$ cat src/rtl/core/assert_macros.svh
// assertion macros used by the websocket frame builder rtl
// simulation builds get the checks, synthesis builds get empty bodies
`ifndef ASSERT_MACROS_SVH
`define ASSERT_MACROS_SVH

`ifndef SYNTHESIS

`define ASSERT_ALWAYS(label, clk, rst, cond, msg) \
  label: assert property (@(posedge clk) disable iff (rst) (cond)) else $error(msg);

`define ASSERT_IMPLIES(label, clk, rst, ante, cons, msg) \
  label: assert property (@(posedge clk) disable iff (rst) (ante) |-> (cons)) else $error(msg);

`define ASSERT_NEXT(label, clk, rst, ante, cons, msg) \
  label: assert property (@(posedge clk) disable iff (rst) (ante) |=> (cons)) else $error(msg);

`else

`define ASSERT_ALWAYS(label, clk, rst, cond, msg)

`define ASSERT_IMPLIES(label, clk, rst, ante, cons, msg)

`define ASSERT_NEXT(label, clk, rst, ante, cons, msg)

`endif

`endif

$ cat src/rtl/core/wsfb_pkg.sv
`timescale 1ns / 1ps
// constants and codes for the websocket frame builder
// no dependencies
package wsfb_pkg;

  localparam int HDR_MAX_BYTES = 14;
  localparam int HDR_W         = HDR_MAX_BYTES * 8;
  localparam int HDR_CNT_W     = $clog2(HDR_MAX_BYTES + 1);
  localparam int LEN_W         = 63;
  localparam int KEY_W         = 32;

  localparam logic [HDR_CNT_W-1:0] HDR_BYTES_SHORT = HDR_CNT_W'(6);
  localparam logic [HDR_CNT_W-1:0] HDR_BYTES_MID   = HDR_CNT_W'(8);
  localparam logic [HDR_CNT_W-1:0] HDR_BYTES_LONG  = HDR_CNT_W'(HDR_MAX_BYTES);

  localparam logic [7:0] HDR_FIN_TEXT = 8'h81;
  localparam logic [7:0] MASK_BIT     = 8'h80;
  localparam logic [7:0] LEN_ESC16    = 8'd126;
  localparam logic [7:0] LEN_ESC64    = 8'd127;

  localparam logic [LEN_W-1:0] LEN7_MAX  = LEN_W'(125);
  localparam logic [LEN_W-1:0] LEN16_MAX = LEN_W'(65535);

  localparam logic OP_START   = 1'b0;
  localparam logic OP_PAYLOAD = 1'b1;

  localparam logic ST_OK      = 1'b0;
  localparam logic ST_DROPPED = 1'b1;

endpackage

$ cat src/rtl/core/websocket_frame_builder.sv
`timescale 1ns / 1ps
// Masked client text frame builder. A start word (operation 0) takes the
// message length and masking key and produces the frame header: 6 bytes for
// lengths up to 125, 8 bytes up to 65535, 14 bytes above. The header is
// loaded into one shift register and one byte leaves per cycle while the
// output is not stalled, so a start word holds the input stalled until the
// last header byte has been loaded. A payload word (operation 1) produces
// one masked byte; surplus payload words beyond the declared length come
// back as a single byte 0 with status set. The output word sits in a
// register, so a new word is taken while the last result waits only when
// that register is free or being drained.
// depends on wsfb_pkg and assert_macros.svh
`include "assert_macros.svh"

module websocket_frame_builder
  import wsfb_pkg::*;
(
  input  logic             clk,
  input  logic             rst,
  input  logic             in_valid,
  output logic             in_stall,
  input  logic             operation,
  input  logic [7:0]       payload_byte,
  input  logic [LEN_W-1:0] message_length,
  input  logic [KEY_W-1:0] mask_key,
  output logic             out_valid,
  input  logic             out_stall,
  output logic [7:0]       frame_byte,
  output logic             end_of_run,
  output logic             end_of_frame,
  output logic             status
);

  typedef enum logic [0:0] {S_IDLE, S_HDR} state_t;

  state_t               state;
  logic [HDR_W-1:0]     hdr_sr;
  logic [HDR_CNT_W-1:0] hdr_cnt;
  logic                 hdr_empty;
  logic [KEY_W-1:0]     key_store;
  logic [1:0]           key_phase;
  logic [LEN_W-1:0]     bytes_left;

  logic                 out_free;
  logic                 in_accept;
  logic                 out_load;
  logic [HDR_W-1:0]     hdr_load;
  logic [HDR_CNT_W-1:0] hdr_len;
  logic [7:0]           key_byte;

  assign out_free  = !out_valid || !out_stall;
  assign in_stall  = (state != S_IDLE) || !out_free;
  assign in_accept = in_valid && !in_stall;
  // a new output word is loaded this cycle
  assign out_load  = (state == S_IDLE) ? (in_accept && operation == OP_PAYLOAD) : out_free;

  // header image, first wire byte in the top bits
  always_comb begin
    if (message_length <= LEN7_MAX) begin
      hdr_load = {HDR_FIN_TEXT, MASK_BIT | {1'b0, message_length[6:0]}, mask_key, 64'h0};
      hdr_len  = HDR_BYTES_SHORT;
    end else if (message_length <= LEN16_MAX) begin
      hdr_load = {HDR_FIN_TEXT, MASK_BIT | LEN_ESC16, message_length[15:0], mask_key,
                  48'h0};
      hdr_len  = HDR_BYTES_MID;
    end else begin
      hdr_load = {HDR_FIN_TEXT, MASK_BIT | LEN_ESC64, 1'b0, message_length, mask_key};
      hdr_len  = HDR_BYTES_LONG;
    end
  end

  always_comb begin
    unique case (key_phase)
      2'd0:    key_byte = key_store[31:24];
      2'd1:    key_byte = key_store[23:16];
      2'd2:    key_byte = key_store[15:8];
      default: key_byte = key_store[7:0];
    endcase
  end

  always_ff @(posedge clk) begin
    if (rst) begin
      state      <= S_IDLE;
      out_valid  <= 1'b0;
      hdr_cnt    <= '0;
      hdr_empty  <= 1'b0;
      key_store  <= '0;
      key_phase  <= '0;
      bytes_left <= '0;
    end else begin
      if (out_load) begin
        out_valid <= 1'b1;
      end else if (!out_stall) begin
        out_valid <= 1'b0;
      end
      unique case (state)
        S_IDLE: begin
          if (in_accept) begin
            if (operation == OP_START) begin
              hdr_sr     <= hdr_load;
              hdr_cnt    <= hdr_len;
              hdr_empty  <= (message_length == '0);
              key_store  <= mask_key;
              key_phase  <= '0;
              bytes_left <= message_length;
              state      <= S_HDR;
            end else begin
              end_of_run <= 1'b1;
              if (bytes_left == '0) begin
                frame_byte   <= 8'h00;
                end_of_frame <= 1'b0;
                status       <= ST_DROPPED;
              end else begin
                frame_byte   <= payload_byte ^ key_byte;
                end_of_frame <= (bytes_left == LEN_W'(1));
                status       <= ST_OK;
                key_phase    <= key_phase + 2'd1;
                bytes_left   <= bytes_left - LEN_W'(1);
              end
            end
          end
        end
        S_HDR: begin
          if (out_free) begin
            frame_byte   <= hdr_sr[HDR_W-1 -: 8];
            hdr_sr       <= {hdr_sr[HDR_W-9:0], 8'h00};
            hdr_cnt      <= hdr_cnt - HDR_CNT_W'(1);
            end_of_run   <= (hdr_cnt == HDR_CNT_W'(1));
            end_of_frame <= (hdr_cnt == HDR_CNT_W'(1)) && hdr_empty;
            status       <= ST_OK;
            if (hdr_cnt == HDR_CNT_W'(1)) begin
              state <= S_IDLE;
            end
          end
        end
        default: state <= S_IDLE;
      endcase
    end
  end

  `ASSERT_IMPLIES(a_hdr_cnt_live, clk, rst, state == S_HDR, hdr_cnt != '0,
                  "header count empty while sending header")
  `ASSERT_IMPLIES(a_drop_form, clk, rst, out_valid && status == ST_DROPPED,
                  end_of_run && !end_of_frame, "dropped word not a lone result")
  `ASSERT_IMPLIES(a_eof_ends_run, clk, rst, out_valid && end_of_frame, end_of_run,
                  "frame end without run end")
  `ASSERT_NEXT(a_start_to_hdr, clk, rst, in_accept && operation == OP_START,
               state == S_HDR, "start word did not begin header")
  `ASSERT_NEXT(a_payload_one_word, clk, rst, in_accept && operation == OP_PAYLOAD,
               out_valid && end_of_run, "payload word gave no result")

endmodule

$ cat config.mk
export PLATFORM = sky130hd
export DESIGN_NAME = websocket_frame_builder
export DESIGN_NICKNAME = d
export VERILOG_FILES = /design/src/rtl/core/wsfb_pkg.sv /design/src/rtl/core/websocket_frame_builder.sv
export VERILOG_INCLUDE_DIRS = /design/src /design/src/rtl/core
export SDC_FILE = /design/constraint.sdc
export NUM_CORES = 1
export LEC_CHECK = 0
export ABC_AREA = 1
export BUFFER_PORTS_ARGS = -buffer_cell sky130_fd_sc_hd__clkbuf_2
export CAP_MARGIN = 20
export CORE_UTILIZATION = 35
export CTS_CLUSTER_SIZE = 24
export DETAILED_ROUTE_END_ITERATION = 6
export GPL_ROUTABILITY_DRIVEN = 1
export SLEW_MARGIN = 5
export SYNTH_ARGS = -nofsm -noshare
export SYNTH_HDL_FRONTEND = slang
export SYNTH_SLANG_ARGS = --single-unit
$ cat constraint.sdc
create_clock -name clk -period 14.1 [get_ports clk]
set_clock_uncertainty 0.1 [all_clocks]
set_input_delay 0.705 -clock clk [delete_from_list [all_inputs] [get_ports clk]]
set_output_delay 0.705 -clock clk [all_outputs]
set_load 0.02 [all_outputs]
==> impl_metrics.py <==
metrics = {
    "sta": {
        "relSlewSlack_pct": 32.0,
        "worst_slew_pin_slew_ps": 1020,
        "min_period_over_period_pct": 24.5,
        "setup_viol": 0,
        "grt_setup_unrepaired": "false",
        "post-route-min-period_ps": 3450,
        "tns_ps": 0,
        "maxSlewViolCount": 0,
        "fmax_ghz": 0.290,
        "hold_violations": 0,
    },
    "power_and_ir_drop": {
        "switching_power_mw": 0.603,
        "pwr-share-seq_pct": 42.6,
        "comb_power_share_pct": 19.8,
        "p_sw_share_pct": 32.4,
        "power_leakage_nw": 6.37,
        "cellPowerDensity_nw_per_um2": 126,
        "internal_power_mw": 1.26,
        "p_clk_share_pct": 37.6,
        "ir_drop_mv": 0.0986,
    },
    "layout": {
        "drive_gt1_share_pct": 11.3,
        "fin_nets": 2066,
        "area_growth_syn_to_layout_pct": 13.8,
        "fin_area_um2": 14800,
        "fillers": 3836,
        "antenna_cells": 0,
    },
    "logic_synthesis": {
        "synthesis.nets": 1986,
        "synth.distinct_cells": 41,
        "synthTopCellsByArea": "edfxtp_1 (28%), nand2_1 (17%), dfxtp_1 (16%)",
        "syn_area_per_cell_um2": 6.94,
        "ys_warn_count": 0,
        "synth_cells": 1870,
        "seq_area_frac_synth_pct": 44.5,
        "synth-seq-cells": 227,
        "syn_area_um2": 13000,
        "synth_top_area_share_pct": 28.5,
        "synth.largest_area_cell": "edfxtp_1",
    },
    "global_route": {
        "grt_max_degree": 85,
        "grt_pass1_vias": 11900,
        "antenna_found_initial": 1,
        "gr-total-overflow": 0,
        "grt_pass1_wl_um": 76200,
        "track_usage_pct": 26.8,
    },
    "route": {
        "drt_iter0_drc": 1503,
        "routed-wl-met2_um": 21700,
        "ant_nets": 0,
        "highest_layer": "met5",
        "wl_met1_um": 23200,
        "route.met3.wl_um": 4910,
        "drcViolationCount": 3,
        "wirelength_um": 51400,
        "vias": 13100,
        "vias_per_cell": 5.37,
        "wl_per_cell_um": 21.1,
        "dr.pass1.iters": 7,
    },
    "setup_path": {
        "setup.worst_path.class": "reg -> reg",
        "critPathMaxFanout": 66,
        "cp-end-kind": "flip-flop",
        "startpoint_type": "flip-flop",
        "crit_arrival_ps": 3530,
        "cp.required_ps": 14180,
    },
    "clock_tree": {
        "root_buffer": "clkbuf_16",
        "cts-resized-gates": 0,
        "clk_latency_ps": 570,
        "holdBufCountCts": 0,
        "cts.path.max_buffers": 3,
        "clk_transition_reported_paths_ps": 60,
        "cts_tree": "done",
        "cts_max_level": 1,
        "clock_sinks": 227,
        "post-cts-setup-buffers": 0,
        "cts_made_buffers": 27,
    },
    "floorplanning": {
        "rows": 70,
        "start_util_pct": 35.5,
        "io_pins": 121,
        "core_um2": 36500,
        "die_h_um": 195,
        "die_area_um2": 37800,
        "die_w_um": 195,
    },
    "placed_design": {
        "placed_cell_area_um2": 13900,
        "hpwl_um": 38900,
        "place_congestion": 1.03,
        "portBuffers": 120,
    },
    "status": {
        "run_status": "complete, but fails checks",
        "violations": "DRC",
    },
    "run": {
        "drv_cap": 0,
    },
    "hold_path": {
        "hold_path_class": "reg -> reg",
    },
}
-- critical path, stage by stage (launching register included) --
cell and delay (ps):
dfxtp_4 480, inv_6 420, nand2_2 150, nor2_4 170
inv_2 80, a221oi_4 230, buf_4 550, buf_4 820
-- stage by stage --
step	hold WS [ps]	total power [mW]	util, %	std cells	setup WS, ps
global route	383	1.94	40.4	2439	10450
CTS	367	1.86	40.4	2437	10110
detailed placement	377	1.17	38.0	2387	9780
global placement	376	1.16	38.0	2387	10000
floorplan	329	1.03	-	1870	3530
finish	390	1.86	40.4	2439	10650
-- worst paths after layout --
check | startpoint | end | slack (ps) | cells past startpoint
worst max-delay path | state | hdr_sr[88] | 10650 | 7
worst min-delay path | bytes_left[11] | bytes_left[11] | 390 | 2
worst max register to register | state | hdr_sr[88] | 10650 | 7
worst min register to register | bytes_left[11] | bytes_left[11] | 390 | 2
-- layer usage --
| layer | vias to the layer above | global-route usage (%) |
|---|---|---|
| met5 | - | 0 |
| met4 | 2 | 8.79 |
| met3 | 95 | 4.41 |
| met2 | 656 | 39.2 |
| met1 | 6141 | 39.7 |
| li1 | 6192 | - |
-- cells in the mapped netlist --
library cell	n
a211oi_1	1
a21oi_1	89
a221oi_1	1
a22oi_1	3
a31oi_1	5
and2_1	1
buf_1	4
buf_2	15
buf_4	4
buf_6	9
clkbuf_1	51
dfxtp_1	104
edfxtp_1	123
ha_1	8
inv_1	168
inv_2	6
inv_6	1
nand2_1	573
nand2_2	6
nand2_4	1
nand3_1	155
nand3_2	1
nand3b_1	3
nand4_1	11
nand4_2	1
nor2_1	298
nor2_2	11
nor2_4	4
nor2_8	1
nor3_1	10
nor3_2	1
o211ai_1	1
o21ai_0	152
o21ai_1	11
o21ai_4	1
o21bai_1	1
o22ai_1	10
or2_1	1
or2_2	11
xnor2_1	1
xor2_1	12
-- cells in the final DEF, fill, tap and decap left out, types with 4 or more instances in the layout --
cell and n:
inv_2 7, a21oi_1 89, nor2_4 5, nor2_2 10, clkinv_2 4, nand4_1 11
nor3_1 10, a31oi_1 5, or2_2 11, clkbuf_2 119, o21ai_0 152, inv_1 167
dfxtp_1 103, clkbuf_1 5, nand2_2 6, nor2_1 298, buf_4 13, nand2_1 573
ha_1 8, clkinv_1 6, edfxtp_1 123, clkbuf_16 27, xor2_1 12, o22ai_1 10
o21ai_1 11, nand3_1 155
-- cells by family (layout without fill, tap and decap cells) --
family | count (synthesis) | in the layout | share of synthesized area [%]
AND/OR/NAND/NOR | 1089 | 1089 | 34.6
AO/OA/AOI/OAI | 275 | 275 | 11.0
buffers and inverters | 258 | 359 | 8.29
flip-flops | 227 | 227 | 44.5
XOR/XNOR | 13 | 13 | 0.878
adder cells (fa/ha/maj) | 8 | 8 | 0.772
-- sequential cells by signal (all words and copies together) (netlist names) --
signal        count
frame_byte        8
end_of_frame      1
status            1
key_store        32
hdr_empty         1
hdr_sr          112
key_phase         2
state             1
hdr_cnt           4
out_valid         1
bytes_left       63
end_of_run        1
-- power groups by stage --
| stage | Clock (mW) | Sequential (mW) | Combinational, mW |
|---|---|---|---|
| 5_1_grt | 0.735 | 0.798 | 0.406 |
| 3_5_place_dp | 0 | 0.806 | 0.359 |
| 6_report | 0.699 | 0.794 | 0.368 |
| 4_1_cts | 0.710 | 0.792 | 0.361 |
| 2_1_floorplan | 0 | 0.796 | 0.238 |
| 3_3_place_gp | 0 | 0.805 | 0.356 |
-- area by class of cell --
cell class,instances,area (µm²),area share (%)
Clock buffer,35,736,4.98
Clock inverter,15,138,0.932
Inverter,175,662,4.48
Multi-Input combinational cell,1385,6150,41.6
Sequential cell,227,5780,39.1
Tap cell,468,586,3.97
Timing Repair Buffer,134,718,4.86
No activity file was read; power rests on OpenSTA's default activity.
